<file path="config.mk">
export PLATFORM = sky130hd
export DESIGN_NAME = wc3_cell
export DESIGN_NICKNAME = d
export VERILOG_FILES = /design/src/design/wc3_pkg.sv /design/src/design/wc3_cell.sv
export SDC_FILE = /design/constraint.sdc
export NUM_CORES = 1
export LEC_CHECK = 0
export CELL_PAD_IN_SITES_DETAIL_PLACEMENT = 0
export CELL_PAD_IN_SITES_GLOBAL_PLACEMENT = 1
export CORE_MARGIN = 3
export CORE_UTILIZATION = 30
export DETAILED_ROUTE_END_ITERATION = 8
export DONT_BUFFER_PORTS = 1
export GPL_ROUTABILITY_DRIVEN = 0
export GPL_TIMING_DRIVEN = 0
export PLACE_DENSITY_LB_ADDON = 0.05
export SLEW_MARGIN = 20
export SYNTH_ARGS = -nofsm -noshare
export SYNTH_HDL_FRONTEND = slang
export SYNTH_SLANG_ARGS = --single-unit
</file>
<file path="constraint.sdc">
create_clock -name clk -period 10.8 [get_ports clk]
set_input_delay 2.16 -clock clk [delete_from_list [all_inputs] [get_ports clk]]
set_output_delay 2.16 -clock clk [all_outputs]
set_load 0.02 [all_outputs]
</file>
<file path="src/design/wc3_pkg.sv">
package wc3_pkg;

    localparam int PIX_W      = 8;
    localparam int COEF_W     = 8;
    localparam int LWIDTH_W   = 11;
    localparam int SHIFT_W    = 4;
    localparam int COEF_ROW_W = 24;
    localparam int VALUE_W    = 20;
    localparam int OCOL_W     = 10;
    localparam int OROW_W     = 12;
    localparam int PART_W     = 18;
    localparam int CFG_IDX_W  = 3;
    localparam int OUT_DATA_W = 48;
    localparam int OUT_PAD_W  = OUT_DATA_W - VALUE_W - OCOL_W - OROW_W;

    localparam logic [LWIDTH_W-1:0] LWIDTH_RESET = 11'd1024;

    typedef enum logic [CFG_IDX_W-1:0] {
        CFG_COEFF_TOP    = 3'd0,
        CFG_COEFF_MIDDLE = 3'd1,
        CFG_COEFF_BOTTOM = 3'd2,
        CFG_LINE_WIDTH   = 3'd3,
        CFG_RESULT_SHIFT = 3'd4
    } cfg_index_t;

    // One window column, top row first.
    typedef struct packed {
        logic [PIX_W-1:0] top;
        logic [PIX_W-1:0] mid;
        logic [PIX_W-1:0] bot;
    } pix_col_t;

    typedef struct packed {
        logic [COEF_W-1:0] top;
        logic [COEF_W-1:0] mid;
        logic [COEF_W-1:0] bot;
    } coef_col_t;

    // Packed so that value lands in the low bits of the output beat.
    typedef struct packed {
        logic [OROW_W-1:0]  row;
        logic [OCOL_W-1:0]  column;
        logic [VALUE_W-1:0] value;
    } result_t;

    typedef struct packed {
        logic    valid;
        result_t data;
    } res_beat_t;

    typedef struct packed {
        logic              emit;
        logic [OCOL_W-1:0] column;
        logic [OROW_W-1:0] row;
    } meta_t;

endpackage

</file>
<file path="src/design/wc3_cell.sv">
module wc3_cell
    import wc3_pkg::*;
(
    input  logic                     clk,
    input  logic                     en,
    input  logic                     shift,
    input  pix_col_t                 pix_in,
    input  coef_col_t                coef,
    output pix_col_t                 pix_out,
    output logic signed [PART_W-1:0] partial
);

    pix_col_t                 pix_reg;
    logic signed [PART_W-1:0] partial_reg;
    logic signed [PART_W-1:0] partial_next;
    logic signed [16:0]       prod_top;
    logic signed [16:0]       prod_mid;
    logic signed [16:0]       prod_bot;

    always_comb
    begin
        prod_top     = $signed({1'b0, pix_reg.top}) * $signed(coef.top);
        prod_mid     = $signed({1'b0, pix_reg.mid}) * $signed(coef.mid);
        prod_bot     = $signed({1'b0, pix_reg.bot}) * $signed(coef.bot);
        partial_next = PART_W'(prod_top) + PART_W'(prod_mid) + PART_W'(prod_bot);
    end

    // Take the column from the right neighbour on each pixel.
    always_ff @(posedge clk)
    begin
        if (en && shift)
        begin
            pix_reg <= pix_in;
        end
        if (en)
        begin
            partial_reg <= partial_next;
        end
    end

    assign pix_out = pix_reg;
    assign partial = partial_reg;

endmodule

</file>
Word-level counts from Yosys, hierarchy flattened
Index checks and enable logic that the tools add are counted.

Register bits: 42. Input port bits: 51. Word-level logic and storage cells: 10.

Add/sub/neg operators: 2. Multiply operators: 3. Reduce and logical (&&, ||, !) cells: 1.

Operators with widths (count): 9-bit by 8-bit multiplier with 17-bit output (3); 17-bit by 17-bit adder with 18-bit output (1); 18-bit by 17-bit adder with 18-bit output (1); 1-bit logical AND (1).

Logic depth before layout (Yosys ltp)
Word-level depth: 3. Gate-level depth with buffers: 22. Gate-level depth less buffers: 21.

Worst setup path before layout
Ideal clock, no wire load.

Path type: input to register. From: input port coef[16] (netlist name). To: register partial_reg[12] (netlist: partial[12]) (data pin). Setup time: 263 ps. Data arrival time: 7060 ps. Required time: 10537 ps. Path slack: 3478 ps. Cell stages on the path: 18. Cells stage by stage: and2_1 -> fa_1 -> fa_1 -> inv_1 -> fa_1 -> fa_1 -> inv_1 -> fa_1 -> fa_1 -> inv_1 -> fa_1 -> inv_1 -> ha_1 -> a21o_1 -> a21oi_4 -> a21oi_2 -> o41ai_2 -> xnor2_1.

Longest elaborated chain between the ends: 3.

Ends and longest elaborated chain: start, declared (RTL line wc3_cell.sv:8) `input coef_col_t coef,`; 9-bit by 8-bit multiplier with 17-bit output (RTL line wc3_cell.sv:22) `prod_top = $signed({1'b0, pix_reg.top}) * $signed(coef.top);`; 17-bit by 17-bit adder with 18-bit output (RTL line wc3_cell.sv:25) `partial_next = PART_W'(prod_top) + PART_W'(prod_mid) + PART_W'(prod_bot);`; 18-bit by 17-bit adder with 18-bit output (RTL line wc3_cell.sv:25); via partial_next[12] (RTL line wc3_cell.sv:15) `logic signed [PART_W-1:0] partial_next;`; end signal, assigned (RTL line wc3_cell.sv:37) `partial_reg <= partial_next;`; end, declared (RTL line wc3_cell.sv:14) `logic signed [PART_W-1:0] partial_reg;`.

The timed path passes the listed nets, and every way through them passes these cells. A chain may end at the register's enable or synchronous reset.

Worst setup path in the final report
From: input port coef[15] (netlist name). To: register partial_reg[17] (netlist: partial[17]) (data pin).

Longest elaborated chain between the ends: 3.

Ends and longest elaborated chain: 9-bit by 8-bit multiplier with 17-bit output (RTL line wc3_cell.sv:23) `prod_mid = $signed({1'b0, pix_reg.mid}) * $signed(coef.mid);`; 17-bit by 17-bit adder with 18-bit output (RTL line wc3_cell.sv:25); 18-bit by 17-bit adder with 18-bit output (RTL line wc3_cell.sv:25); via partial_next[17] (RTL line wc3_cell.sv:15).

The timed path passes the listed nets, and every way through them passes these cells.

==> out/results.ini <==
[drt]
num_vias = 5305
vias_per_cell = 4.40
drt-initial-drc-count = 160
drc = 0
ant_nets = 0
firstDrtPassIters = 4
route.detailed.wl_per_inst_um = 16.9
wl_um = 20300

[finish]
largest_register_ffs = 24
area_growth_pct = 7.71
fin_area_um2 = 9000
fin_cells = 1207
drive_above_1_share = 0.0192
antenna_cells = 0
fin_nets = 1157

[clock_network]
worstSkewPairLatency_ps = 310
cts_resized = 0
cts_inserted_buffers = 5
cts_num_sinks = 42
cts_buffer_depth = 2
cts_root_buffer = clkbuf_16
post-cts-setup-buffers = 0
cts_tree = built
path_clk_slew_ps = 80
hold_buffers = 0
h-tree-depth = 2

[grt]
grt_pass1_wl_um = 33800
grt_max_degree = 20
track_usage = 0.145
grt_antenna_before_repair = 0
grt_pass1_vias = 6033
overflow = 0

[logic_synthesis]
async_flop_share = 0
syn_inst = 826
synth_area_per_cell_um2 = 10.1
synth_area_leaders = fa_1 (40%), ha_1 (16%), edfxtp_1 (15%)
ys_ff_latch = 42
ys_top_cells_by_count = inv_1 (232), fa_1 (165), and2_1 (113), ha_1 (107), nand2_1 (65)
synth_most_common_cell = inv_1
yosys_warnings = 0
yosysTopAreaCellShare = 0.395
ys_seq_area_frac = 0.151
syn_area_um2 = 8360
yosys.area.top_type = fa_1
ys.flop_type = edfxtp_1
synth.distinct_cells = 31
synth-edff-count = 42
synth_nets = 1149

[worst_setup_path]
endpoint_kind = flop
rrSetupSlack_ps = 4340
worst_r2r_endpoint = partial[17]
cp-start-kind = input pin
worstPathArrival_ps = 7790
crit_fanout = 10
startpoint = coef[15]
path_class = in -> reg
cp.required_ps = 10860
crit_end = partial[17]
reg2regPathDepth = 18
r2r_start = pix_out[20]

[floorplanning]
num_rows = 60
dieHeight_um = 173
start_util = 0.307
top_level_ports = 93
die_w_um = 173
core_um2 = 27200
die_area_um2 = 29900

[place]
port_buffers = 0
place_area_um2 = 8850
hpwlAfterDp_um = 18000
placed_cells = 1199

[sta]
maxSlewViolCount = 0
finClkSkew_ps = 7.72
worst_pin_slew_ps = 653
finalSetupViolations = 0
fin_tns_setup_ps = 0
final_hold_viol_count = 0
whs_ps = 1160
grt_setup_unrepaired = false
fmax_ghz = 0.129
period_minus_slack_ps = 7730
period_share = 0.716
relSlewSlack = 0.565

[flow_run]
maxCapViolCount = 0

[hold_path]
hp-class = reg -> reg
hp-start = pix_out[8]

[outcome]
status = completed

## routing by layer
| metal | track usage | vias to the layer above | wire length [um] | part of all wire |
|---|---|---|---|---|
| met5 | 0 | - | 0 | 0 |
| met3 | 0.0195 | 8 | 674 | 0.033 |
| met4 | 0.0226 | 0 | 142 | 0.0070 |
| met1 | 0.188 | 2744 | 8740 | 0.43 |
| met2 | 0.262 | 87 | 10800 | 0.53 |
| li1 | - | 2466 | - | - |
## stage by stage
stage / util / setup WS (ps)
floorplan: - / 3480
global placement: 0.325 / 2750
detailed placement: 0.326 / 2720
CTS: 0.331 / 3050
global route: 0.331 / 2820
finish: 0.331 / 3070
## cell type report
type	count	area [um2]
Fill cell	2931	18200
Multi-Input combinational cell	548	6200
Sequential cell	42	1260
Inverter	234	878
Tap cell	372	465
Clock buffer	5	125
Timing Repair Buffer	1	27.5
Clock inverter	3	25.0
Buffer	2	12.5
## kinds of logic (layout without fill, tap and decap cells)
group	after synthesis	after routing	share of synthesized area
fa+ha+maj	272	272	0.556
buf+inv	236	245	0.107
simple gates	223	223	0.139
flops	42	42	0.151
compound gates	35	35	0.0285
xor+xnor	17	17	0.0178
mux	1	1	0.00120
## worst min path at each step
stage | endpoint | cells past startpoint
final | partial[0] | 2
after global placement | partial[0] | 2
after global routing | partial[0] | 2
after detailed placement | partial[0] | 2
after floorplan | partial[0] | 2
after CTS | partial[0] | 2
## worst max-delay path, cell delays in order
cell and delay (ps):
clkinv_1 400, nor2_1 280, fa_1 440, inv_1 80
fa_1 400, inv_1 70, fa_1 450, fa_1 520
fa_1 460, fa_1 500, inv_1 60, fa_1 470
inv_1 40, ha_1 250, buf_2 160, a21oi_1 190
nand2_1 80, o211ai_1 430, a31oi_1 180, xnor2_1 160
## placed cells by master, fill, tap and decap left out, drive strengths merged, types with 7 or more instances in the layout
cell / n
inv: 233
and2: 113
fa: 165
a21oi: 15
nand2b: 9
edfxtp: 42
xnor2: 13
a21o: 7
nand2: 65
nor2: 26
ha: 107
Power is not shown: default switching activity piles up to over one toggle a cycle in this logic, so the estimate is an artifact.
