**config.mk**
```make
export PLATFORM = sky130hd
export DESIGN_NAME = wc3_out_buf
export DESIGN_NICKNAME = d
export VERILOG_FILES = /design/src/design/wc3_pkg.sv /design/src/design/wc3_out_buf.sv
export SDC_FILE = /design/constraint.sdc
export NUM_CORES = 1
export LEC_CHECK = 0
export ABC_CLOCK_PERIOD_IN_PS = 2970
export BUFFER_PORTS_ARGS = -buffer_cell sky130_fd_sc_hd__buf_4
export CORE_MARGIN = 3
export CORE_UTILIZATION = 51
export CTS_CLUSTER_SIZE = 8
export DETAILED_ROUTE_END_ITERATION = 7
export PLACE_DENSITY = 0.78
export SETUP_SLACK_MARGIN = 0.2
export SYNTH_ARGS = -nofsm -noshare
export SYNTH_HDL_FRONTEND = slang
export SYNTH_SLANG_ARGS = --single-unit
```
**constraint.sdc**
```tcl
create_clock -name clk -period 2.97 [get_ports clk]
set_input_delay 0.297 -clock clk [delete_from_list [all_inputs] [get_ports clk]]
set_output_delay 0.297 -clock clk [all_outputs]
set_load 0.005 [all_outputs]
```
**src/design/wc3_pkg.sv**
```systemverilog
package wc3_pkg;

    localparam int PIX_W      = 8;
    localparam int COEF_W     = 8;
    localparam int LWIDTH_W   = 11;
    localparam int SHIFT_W    = 4;
    localparam int COEF_ROW_W = 24;
    localparam int VALUE_W    = 20;
    localparam int OCOL_W     = 10;
    localparam int OROW_W     = 12;
    localparam int PART_W     = 18;
    localparam int CFG_IDX_W  = 3;
    localparam int OUT_DATA_W = 48;
    localparam int OUT_PAD_W  = OUT_DATA_W - VALUE_W - OCOL_W - OROW_W;

    localparam logic [LWIDTH_W-1:0] LWIDTH_RESET = 11'd1024;

    typedef enum logic [CFG_IDX_W-1:0] {
        CFG_COEFF_TOP    = 3'd0,
        CFG_COEFF_MIDDLE = 3'd1,
        CFG_COEFF_BOTTOM = 3'd2,
        CFG_LINE_WIDTH   = 3'd3,
        CFG_RESULT_SHIFT = 3'd4
    } cfg_index_t;

    // One window column, top row first.
    typedef struct packed {
        logic [PIX_W-1:0] top;
        logic [PIX_W-1:0] mid;
        logic [PIX_W-1:0] bot;
    } pix_col_t;

    typedef struct packed {
        logic [COEF_W-1:0] top;
        logic [COEF_W-1:0] mid;
        logic [COEF_W-1:0] bot;
    } coef_col_t;

    // Packed so that value lands in the low bits of the output beat.
    typedef struct packed {
        logic [OROW_W-1:0]  row;
        logic [OCOL_W-1:0]  column;
        logic [VALUE_W-1:0] value;
    } result_t;

    typedef struct packed {
        logic    valid;
        result_t data;
    } res_beat_t;

    typedef struct packed {
        logic              emit;
        logic [OCOL_W-1:0] column;
        logic [OROW_W-1:0] row;
    } meta_t;

endpackage

```
**src/design/wc3_out_buf.sv**
```systemverilog
module wc3_out_buf
    import wc3_pkg::*;
(
    input  logic      clk,
    input  logic      rst_n,
    input  res_beat_t in_beat,
    output logic      ready,
    output logic      out_valid,
    output result_t   out_data,
    input  logic      out_ready
);

    logic    out_valid_reg;
    logic    out_valid_next;
    logic    skid_valid_reg;
    logic    skid_valid_next;
    result_t out_data_reg;
    result_t out_data_next;
    result_t skid_data_reg;
    result_t skid_data_next;
    logic    take;

    always_comb
    begin
        take            = out_valid_reg && out_ready;
        out_valid_next  = out_valid_reg;
        skid_valid_next = skid_valid_reg;
        out_data_next   = out_data_reg;
        skid_data_next  = skid_data_reg;
        if (skid_valid_reg)
        begin
            if (take)
            begin
                out_data_next   = skid_data_reg;
                skid_valid_next = 1'b0;
            end
        end
        else if (in_beat.valid)
        begin
            if (!out_valid_reg || take)
            begin
                out_data_next  = in_beat.data;
                out_valid_next = 1'b1;
            end
            else
            begin
                skid_data_next  = in_beat.data;
                skid_valid_next = 1'b1;
            end
        end
        else if (take)
        begin
            out_valid_next = 1'b0;
        end
    end

    always_ff @(posedge clk or negedge rst_n)
    begin
        if (!rst_n)
        begin
            out_valid_reg  <= 1'b0;
            skid_valid_reg <= 1'b0;
        end
        else
        begin
            out_valid_reg  <= out_valid_next;
            skid_valid_reg <= skid_valid_next;
        end
    end

    always_ff @(posedge clk)
    begin
        out_data_reg  <= out_data_next;
        skid_data_reg <= skid_data_next;
    end

    assign ready     = !skid_valid_reg;
    assign out_valid = out_valid_reg;
    assign out_data  = out_data_reg;

endmodule

```
=== Word-level counts from Yosys, hierarchy flattened ===
Index checks and enable logic that the tools add are counted.

* Logic and storage cells: 33
* Bits in registers: 86
* Output and inout port bits: 44

* Bitwise gates (word level): 2
* Eq/ne operators: 2
* Multiplexer cells: 11
* Reductions and logical operators: 10

{| class="wikitable"
|+ Operators by type and width
! cell !! count
|-
| $mux 42 || 4
|-
| $reduce_and 3->1 || 3
|-
| $mux 1 || 7
|-
| $reduce_bool 2->1 || 3
|-
| $ne 2x1->1 const B || 2
|-
| $logic_not 1->1 || 2
|-
| $not 1->1 || 2
|-
| $logic_and 1x1->1 || 1
|-
| $logic_or 1x1->1 || 1
|}

=== Logic depth before layout (Yosys ltp) ===
Gate-level depths: netlist of run 1.

* Depth after elaboration: 5
* Gate-level depth with buffers: 4
* Gate-level depth less buffers: 2

=== Worst setup path after synthesis of run 1 ===
OpenSTA, ideal clock, no wires.

* Path kind: register to register
* Start: reg skid_valid_reg
* End: reg out_data_reg (netlist bit out_data[0]) (enable)
* Data required time: 2.568 ns
* Path buffers: 2
* Setup slack: 0.805 ns
* Data arrival time: 1.763 ns
* Cell stages (with the launch flop): 5
* Period minus slack after synthesis: 2.165 ns
* Cell sequence: dfrtp_1 buf_6 buf_6 nor2_1 o22a_1

* Cells in the longest elaborated chain, start to end: 2
* Elaborated cells on any way between the ends: 4

{| class="wikitable"
|+ RTL lines
! what !! RTL line !! source
|-
| start, declared || wc3_out_buf.sv:15 || <nowiki>logic skid_valid_reg;</nowiki>
|-
| start signal, assigned || wc3_out_buf.sv:67 || <nowiki>skid_valid_reg <= skid_valid_next;</nowiki>
|-
| $ne 2x1->1 (no line) / $reduce_bool 2->1 (equally long branches) || -- ||
|-
| $reduce_and 3->1 (no line) (*) || -- ||
|-
| end signal, assigned || wc3_out_buf.sv:73 || <nowiki>out_data_reg <= out_data_next;</nowiki>
|-
| end, declared || wc3_out_buf.sv:17 || <nowiki>result_t out_data_reg;</nowiki>
|}

Mark *: on every way between the ends. The rest lies on a longest branch, timed or not.
A chain may end at the register's enable or synchronous reset.

==> reports/metrics.csv, run 1 <==
stage;metric;value;unit
status;outcome;finished clean;
synth;leading area contributor after synthesis;edfxtp_1;
synth;count leader, synth;edfxtp_1;
synth;Post-Syn Area;0.00320;mm2
worst_setup_path;reg2reg start;skid_valid_reg;
placement;HPWL after DPL;3.89;mm
global_routing;GRT overflow;0;
synth;commonest cells in the netlist;edfxtp_1 (84), mux2_2 (27), mux2_4 (15), buf_6 (3);
global_routing;vias in the first global route;1701;
clocking;Clock Sinks;86;
sta;count of final hold-check violations;0;
synth;asr flop ratio synth;2.33;%
route;Detailed Routing Iterations Pass 1;3;
floorplan;Core Rows;28;
floorplan;Die Y;85.3;um
clocking;CTS H-tree lvls;3;
pwr;P per Cell Area;892;mW/mm2
sta;Worst-Margin Slew;0.537;ns
placement;PortBufs;89;
clocking;clk_lat worst skew;0.35;ns
worst_setup_path;R2R cell count;2;
global_routing;all-layer global routing usage;15.9;%
route;drt total wl;5.55;mm
sta;final setup fails;0;
worst_setup_path;worst-path maximum fanout;36;
global_routing;grt met3 use;4.95;%
sta;Pins Over Slew Limit;0;
worst_setup_path;critical path type;flip-flop to flip-flop;
clocking;CTS tree;built;
synth;Post-Syn Nets;188;
finish;Layout Cells excl Fill;322;
route;vias per inst;5.00;
synth;Seq/Total Area, Yosys;80.3;%
synth;Synth Register Bits;86;
worst_setup_path;Worst Path Arrival;1.80;ns
global_routing;largest net degree at the start of global routing;37;
global_routing;M2 GR Usage;25.5;%
route;wire length per cell;17.2;um
global_routing;met1 Track Usage GR;19.0;%
synth;Syn Inst Count;142;
pwr;peak supply drop;674;uV
worst_setup_path;Worst EP required;3.07;ns
route;antenna-violating nets left;0;
worst_setup_path;RR Endpoint;out_data[2];
worst_setup_path;crit end category;flip-flop;
pwr;leakage;1.60;nW
route;via count;1610;
floorplan;Die Area;0.00727;mm2
placement;cell count after placement;305;
synth;ys flop type;edfxtp_1;
worst_setup_path;setup slack, reg-to-reg;1.27;ns
clocking;CTS max path bufs;2;
sta;RSZ-0062 raised after global routing;false;
sta;Peak Freq;0.588;GHz
synth;synthesized area per cell;22.6;um2
floorplan;core box area;0.00599;mm2
sta;Slew Limit Headroom;64.2;%
clocking;CTS Hold Buffers Added;1;
synth;top cell type's share of synthesized area;78.7;%
worst_setup_path;Worst setup SP type;flip-flop;
clocking;total clock buffers created by CTS;9;
clocking;Post-CTS Setup Repair Bufs;0;
finish;synth-to-layout area growth;29.9;%
job;max_cap viols;0;
clocking;Clock transition at path regs;0.08;ns
floorplan;Die Wd;85.3;um
synth;Yosys warnings;0;
min_path;worst hold path startpoint;in_beat[6];
synth;Synth area leaders;edfxtp_1 (79%), mux2_2 (9.5%), mux2_4 (7.0%);
synth;number of distinct library cells after synthesis;14;
route;number of DRC markers in iteration 0;80;
clocking;post_cts resized;0;
placement;RePlAce Congestion;0.751;
finish;fin nets;288;
min_path;worst hold endpoint;skid_data_reg[6];
finish;share of cells above drive strength 1;62.3;%
sta;Tmin final;1.70;ns
floorplan;io pins;90;
min_path;Hold Path Class;input port to flip-flop;
clocking;CTS root buf;clkbuf_8;
global_routing;antenna violations before repair;0;
sta;Layout Skew;0.00729;ns
synth;EDFF count, synth;84;
min_path;Cells on Worst Hold Path;1;
sta;Setup TNS;0;ns
global_routing;global-route wire length before repair;8.47;mm
finish;n_diodes;0;
floorplan;initial core utilization;53.5;%
route;drt drc;0;
sta;Tcrit/Tclk final;57.3;%
global_routing;GRT busiest layer;met2;
==> through the flow <==
stage | cell area (um2) | total power, W | worst slack [ns] | util [%] | hold slack, ns
global placement | 3970 | 0.00297 | 1.30 | 66.2 | 0.0809
finish | 4160 | 0.00372 | 1.27 | 69.5 | 0.127
CTS | 4160 | 0.00375 | 1.26 | 69.5 | 0.115
detailed placement | 3970 | 0.00301 | 1.27 | 66.2 | 0.0839
floorplan | 3200 | 0.00248 | 0.805 | - | 0.00141
global route | 4160 | 0.00389 | 1.14 | 69.5 | 0.102
==> layout make-up <==
class	count	area (um2)
Sequential cell	86	2570
Fill cell	402	1830
Timing Repair Buffer	94	721
Multi-Input combinational cell	50	586
Clock buffer	13	169
Tap cell	75	93.8
Clock inverter	3	17.5
Inverter	1	3.75
==> cell usage in the layout, fill, tap and decap left out <==
cell type	count
buf_4	92
clkbuf_1	1
clkinvlp_4	1
buf_12	1
clkbuf_8	12
dlygate4sd3_1	1
dfrtp_2	1
edfxtp_1	84
mux2_2	27
and4bb_2	1
nand2b_1	1
a21oi_1	1
mux2_4	15
dfrtp_1	1
nor2_1	2
o22a_2	1
a22o_1	1
clkinv_2	2
inv_2	1
and2_1	1
==> metal layers <==
layer / vias to the layer above / routed length (um)
li1: 760 / -
met1: 779 / 2170
met2: 57 / 2850
met3: 14 / 357
met4: 0 / 178
met5: - / 0
==> logic make-up (layout without fill, tap and decap cells) <==
group	Yosys count	after routing	synth area share, %
AOI/OAI and AO/OA	3	3	0.703
buffers and inverters	6	111	1.48
DFF	86	86	80.3
muxes	42	42	16.5
and+or+nand+nor	5	5	1.02
==> worst max-delay path, cell delays in order, from the launching register on <==
cell and delay, ns:
dfrtp_2 0.52, buf_4 0.51, mux2_2 0.40
==> report_power, final <==
part           internal, W  leakage [nW]  switching, W  total [W]
combinational     0.000615         0.704      0.000451    0.00107
sequential         0.00177         0.805      0.000126    0.00189
clock             0.000370        0.0954      0.000386   0.000756
total              0.00275          1.60      0.000962    0.00372
==> worst max-delay path by stage <==
stage / from / endpoint / slack [ns] / depth (start not counted)
floorplan: skid_valid_reg / out_data[0] / 0.80 / 4
global route: skid_valid_reg / out_data[0] / 1.14 / 3
detailed placement: skid_valid_reg / out_data[37] / 1.27 / 3
CTS: skid_valid_reg / out_data[24] / 1.26 / 3
finish: skid_valid_reg / out_data[2] / 1.27 / 2
global placement: skid_valid_reg / out_data[35] / 1.30 / 3
Note: power is estimated with default switching activity, not from simulation.
==> run 2, diff against run 1 <==
--- a/config.mk
+++ b/config.mk
@@ -5,7 +5,7 @@
 export SDC_FILE = /design/constraint.sdc
 export NUM_CORES = 1
 export LEC_CHECK = 0
-export ABC_CLOCK_PERIOD_IN_PS = 2970
+export ABC_CLOCK_PERIOD_IN_PS = 1600
 export BUFFER_PORTS_ARGS = -buffer_cell sky130_fd_sc_hd__buf_4
 export CORE_MARGIN = 3
 export CORE_UTILIZATION = 51
==> constraint.sdc (replaced) <==
create_clock -name clk -period 1.6 [get_ports clk]
set_input_delay 0.16 -clock clk [delete_from_list [all_inputs] [get_ports clk]]
set_output_delay 0.16 -clock clk [all_outputs]
set_load 0.005 [all_outputs]
==> run 2 against run 1 <==
  * Clock power increased by 90%
  * Combinational power rose by 110%
  * Power up 93%
  * Flip-flop and latch count is the same
  * Via count grew 13%
  * Die area stayed put
  * Critical path type unchanged
  * Largest power group unchanged
==> reports/metrics.csv, run 2 (synthesis gave the netlist of run 1 again) <==
stage;metric;value;unit
floorplan;core box area;0.00599;mm2
pwr;leakage;1.81;nW
worst_setup_path;Worst setup startpoint;out_valid;
clocking;Clock transition at path regs;0.08;ns
route;Detailed Routing Iterations Pass 1;4;
route;vias per inst;4.95;
route;number of DRC markers in iteration 0;87;
global_routing;vias in the first global route;1949;
floorplan;Core Rows;28;
worst_setup_path;R2R cell count;3;
min_path;Hold Path Class;input port to flip-flop;
worst_setup_path;Worst EP required;1.63;ns
placement;Setup WS pre-CTS;0.142;ns
clocking;CTS tree;built;
placement;cell count after placement;308;
clocking;CTS H-tree lvls;3;
worst_setup_path;setup slack, reg-to-reg;0.26;ns
worst_setup_path;reg2reg start;out_valid;
sta;Pins Over Slew Limit;0;
sta;count of final hold-check violations;0;
placement;RePlAce Congestion;0.716;
status;outcome;finished clean;
route;drt total wl;6.30;mm
pwr;Psw;0.00188;W
pwr;sw frac;26.2;%
placement;Post-DP Area;0.00402;mm2
finish;share of cells above drive strength 1;54.3;%
pwr;P per Cell Area;1540;mW/mm2
global_routing;largest net degree at the start of global routing;27;
sta;RSZ-0062 raised after global routing;true;
global_routing;antenna violations before repair;0;
worst_setup_path;Worst Path Arrival;1.38;ns
clocking;clk_lat worst skew;0.34;ns
placement;PortBufs;89;
clocking;CTS max path bufs;2;
floorplan;Die Y;85.3;um
worst_setup_path;Worst setup SP type;flip-flop;
floorplan;io pins;90;
finish;Layout Cells excl Fill;368;
finish;synth-to-layout area growth;45.4;%
worst_setup_path;RR Endpoint;out_data[17];
sta;final setup fails;0;
finish;design area;0.00466;mm2
floorplan;Die Wd;85.3;um
finish;n_diodes;0;
pwr;Clk pwr share;20.0;%
floorplan;initial core utilization;53.5;%
route;antenna-violating nets left;0;
global_routing;all-layer global routing usage;18.0;%
global_routing;GRT overflow;0;
sta;Worst-Margin Slew;0.235;ns
route;wire length per cell;17.1;um
sta;Layout Skew;0.00435;ns
pwr;Comb pwr share;31.2;%
worst_setup_path;CP Capture Point;out_data[17];
pwr;peak supply drop;1430;uV
finish;most frequent cells in the layout;buf_4 (93), edfxtp_1 (84), dlygate4sd3_1 (43);
pwr;Int Power;0.00530;W
worst_setup_path;crit end category;flip-flop;
clocking;CTS root buf;clkbuf_8;
sta;worst setup margin;0.257;ns
global_routing;global-route wire length before repair;9.66;mm
placement;HPWL after DPL;3.89;mm
sta;Peak Freq;0.745;GHz
clocking;Clock Sinks;86;
clocking;total clock buffers created by CTS;9;
route;drt drc;0;
worst_setup_path;critical path type;flip-flop to flip-flop;
sta;Hold Slack;0.0871;ns
finish;fillers;324;
sta;Setup TNS;0;ns
finish;commonest non-fill, non-tap cell in the layout;buf_4;
worst_setup_path;worst-path maximum fanout;16;
min_path;worst hold path startpoint;in_beat[42];
floorplan;Die Area;0.00727;mm2
finish;fin nets;334;
sta;Slew Limit Headroom;84.3;%
route;via count;1823;
sta;Tmin final;1.34;ns
pwr;part of the power in registers;48.7;%
job;max_cap viols;0;
sta;Tcrit/Tclk final;83.9;%
run 2: per-layer routing:
metal	vias to the layer above	GRT usage [%]	share of wire, %
met5	-	0	0
met4	0	8.92	2.3
met3	13	5.34	5.6
met2	59	29.8	52
met1	895	21.5	41
li1	856	-	-
run 2: stage by stage:
stage	total power [W]	utilization, %
2_1_floorplan	0.00464	-
3_3_place_gp	0.00560	67.0
3_5_place_dp	0.00566	67.0
4_1_cts	0.00721	77.5
5_1_grt	0.00753	77.8
6_report	0.00719	77.8
run 2: worst min path at each step:
stage          cells past startpoint        end  slack [ns]
3_5_place_dp                       1  out_valid       -0.06
5_1_grt                            2  out_valid        0.08
4_1_cts                            2  out_valid        0.07
3_3_place_gp                       1  out_valid       -0.05
6_report                           2  out_valid        0.09
2_1_floorplan                      0  out_valid       -0.14
run 2: what timing repair did:
item	in CTS	in global routing
setup buffers	0	1
pin swaps	0	1
hold endpoints to repair	44	0
hold buffers	43	0
resized for setup	2	2
setup endpoints to repair	42	64
run 2: worst max-delay path: stages (launching register included):
cell	delay [ns]
dfrtp_1	0.45
and2_1	0.19
o22a_4	0.15
buf_4	0.24
run 2: area by class of cell:
class / count / area [um2] / area share (%)
repair buffers: 140 / 1200 / 25.7
clock inverters: 7 / 65.1 / 1.40
well taps: 75 / 93.8 / 2.01
multi-input cells: 50 / 599 / 12.9
flip-flops and latches: 86 / 2570 / 55.3
inverters: 1 / 3.75 / 0.0806
clock buffers: 9 / 124 / 2.66
run 2: power groups by stage:
stage / registers [W] / logic, W / clock network, W
after floorplan: 0.00353 / 0.00111 / 0
after detailed placement: 0.00353 / 0.00213 / 0
after global routing: 0.00356 / 0.00240 / 0.00157
after CTS: 0.00350 / 0.00224 / 0.00148
after global placement: 0.00353 / 0.00208 / 0
final: 0.00350 / 0.00224 / 0.00144
==> run 3, diff against run 2 <==
--- a/config.mk
+++ b/config.mk
@@ -5,7 +5,7 @@
 export SDC_FILE = /design/constraint.sdc
 export NUM_CORES = 1
 export LEC_CHECK = 0
-export ABC_CLOCK_PERIOD_IN_PS = 1600
+export ABC_CLOCK_PERIOD_IN_PS = 1250
 export BUFFER_PORTS_ARGS = -buffer_cell sky130_fd_sc_hd__buf_4
 export CORE_MARGIN = 3
 export CORE_UTILIZATION = 51
==> constraint.sdc (replaced) <==
create_clock -name clk -period 1.25 [get_ports clk]
set_input_delay 0.125 -clock clk [delete_from_list [all_inputs] [get_ports clk]]
set_output_delay 0.125 -clock clk [all_outputs]
set_load 0.005 [all_outputs]
==> run 3 against run 2 <==
  * The run now ends with setup timing left
  * Final area up 5.2%
  * First-iteration DRC count up 37%
  * Critical path depth did not move
  * Count of clock-buffer cells in the layout is 1 higher
  * Power rose by 39%
  * Via count rose by 6.5%
  * Sequential share of layout area fell by 2.7 points
  * Highest routed layer unchanged
  * Wire length is 16% higher
==> reports/metrics.csv, run 3 (synthesis gave the netlist of run 1 again) <==
stage;metric;value;unit
sta;worst setup margin;-0.0839;ns
route;via count;1942;
sta;Tmin final;1.33;ns
pwr;leakage;1.92;nW
finish;final core utilization;81.8;%
finish;most frequent cells in the layout;edfxtp_1 (84), buf_4 (83), dlygate4sd3_1 (43);
sta;Tcrit/Tclk final;107;%
clocking;clk_lat worst skew;0.34;ns
sta;final setup fails;122;
floorplan;Die Wd;85.3;um
route;Detailed Routing Iterations Pass 1;5;
clocking;CTS max path bufs;2;
pwr;Int Power;0.00732;W
worst_setup_path;Worst EP required;1.34;ns
clocking;CTS H-tree lvls;3;
sta;Setup TNS;-6.48;ns
pwr;Clk pwr share;16.1;%
worst_setup_path;critical path type;flip-flop to flip-flop;
min_path;Hold Path Class;input port to flip-flop;
sta;Peak Freq;0.750;GHz
pwr;part of the power in registers;45.0;%
status;outcome;finished, violations left;
route;number of DRC markers in iteration 0;119;
placement;HPWL after DPL;4.09;mm
finish;design area;0.00490;mm2
sta;Layout Skew;0.0129;ns
clocking;Clock Sinks;86;
floorplan;Die Area;0.00727;mm2
finish;n_diodes;0;
sta;RSZ-0062 raised after global routing;true;
route;drt total wl;7.30;mm
clocking;Clock transition at path regs;0.09;ns
pwr;peak supply drop;1500;uV
worst_setup_path;CP Cell Sequence;buf_12 -> buf_12 -> mux2_2;
placement;PortBufs;89;
worst_setup_path;Worst setup SP type;flip-flop;
route;vias per inst;5.14;
worst_setup_path;most frequent CP cell;buf_12;
worst_setup_path;worst-path maximum fanout;8;
finish;synth-to-layout area growth;53.0;%
floorplan;io pins;90;
global_routing;largest net degree at the start of global routing;20;
worst_setup_path;crit end category;flip-flop;
worst_setup_path;Worst Path Arrival;1.43;ns
clocking;CTS root buf;clkbuf_8;
sta;Slew Limit Headroom;89.3;%
pwr;sw frac;26.9;%
global_routing;antenna violations before repair;0;
sta;count of final hold-check violations;0;
clocking;total clock buffers created by CTS;9;
placement;RePlAce Congestion;0.704;
route;drt drc;0;
finish;commonest non-fill, non-tap cell in the layout;edfxtp_1;
floorplan;Die Y;85.3;um
worst_setup_path;peak per-stage delay on the critical path;0.45;ns
floorplan;Core Rows;28;
finish;share of cells above drive strength 1;55.4;%
job;max_cap viols;0;
global_routing;vias in the first global route;2037;
worst_setup_path;crit path max-delay cell type;dfrtp_2;
route;wire length per cell;19.3;um
status;failing checks;setup timing;
finish;fin nets;344;
pwr;Psw;0.00270;W
floorplan;initial core utilization;53.5;%
sta;Pins Over Slew Limit;0;
floorplan;core box area;0.00599;mm2
placement;Post-DP Area;0.00409;mm2
pwr;P per Cell Area;2040;mW/mm2
global_routing;all-layer global routing usage;18.6;%
pwr;Comb pwr share;38.9;%
clocking;CTS tree;built;
global_routing;global-route wire length before repair;10.2;mm
sta;Worst-Margin Slew;0.160;ns
pwr;Final Power;0.0100;W
route;antenna-violating nets left;0;
global_routing;GRT overflow;0;
-- run 3: power groups by stage --
stage	logic, W	registers, W	clock network (W)
final	0.00389	0.00451	0.00161
after global routing	0.00410	0.00458	0.00176
after CTS	0.00336	0.00446	0.00162
after detailed placement	0.00297	0.00452	0
after global placement	0.00287	0.00450	0
after floorplan	0.00142	0.00452	0
-- run 3: metal layers --
| metal | vias to the layer above | GRT usage, % | routed length, um |
|---|---|---|---|
| met4 | 0 | 7.91 | 192 |
| li1 | 880 | - | - |
| met1 | 963 | 22.5 | 2880 |
| met2 | 80 | 32.1 | 3860 |
| met5 | - | 0 | 0 |
| met3 | 19 | 4.08 | 363 |
-- run 3: stage by stage --
step           instances  worst slack (ns)  hold slack (ns)
5_1_grt              378            -0.113           0.0835
2_1_floorplan        142            -0.396           -0.171
3_3_place_gp         311           -0.0403          -0.0889
3_5_place_dp         311           -0.0565          -0.0884
6_report             378           -0.0839           0.0930
4_1_cts              374           -0.0533           0.0515
-- run 3: critical path, delay by kind of cell (launching register included) --
kind / cells / cell delay [ns]
buffers and inverters: 2 / 0.29
DFF: 1 / 0.45
muxes: 1 / 0.36
-- run 3: repair_timing --
| item | CTS | global route |
|---|---|---|
| setup endpoints to repair | 129 | 136 |
| gates cloned | 1 | 4 |
| buffers inserted | 3 | 0 |
| pin swaps | 0 | 1 |
| hold endpoints to repair | 44 | 0 |
| gates resized for setup | 3 | 16 |
| hold buffers | 43 | 0 |
-- run 3: path summary, 6_finish.rpt --
check / start / end / slack, ns / cells after the start
worst min register to register: skid_data_reg[16] / out_data[16] / 0.55 / 1
worst max-delay path: skid_valid_reg / out_data[4] / -0.08 / 3
min in group asynchronous: rst_n / out_valid / 0.12 / 2
worst min-delay path: in_beat[42] / out_valid / 0.09 / 2
max in group asynchronous: rst_n / skid_valid_reg / 1.04 / 2
worst max register to register: skid_valid_reg / out_data[4] / -0.08 / 3
-- run 3: area by class of cell --
| type | instances | area [um2] |
|---|---|---|
| Multi-Input combinational cell | 50 | 617 |
| Fill cell | 294 | 1090 |
| Inverter | 1 | 3.75 |
| Clock buffer | 10 | 128 |
| Timing Repair Buffer | 150 | 1460 |
| Tap cell | 75 | 93.8 |
| Sequential cell | 86 | 2570 |
| Clock inverter | 6 | 28.8 |
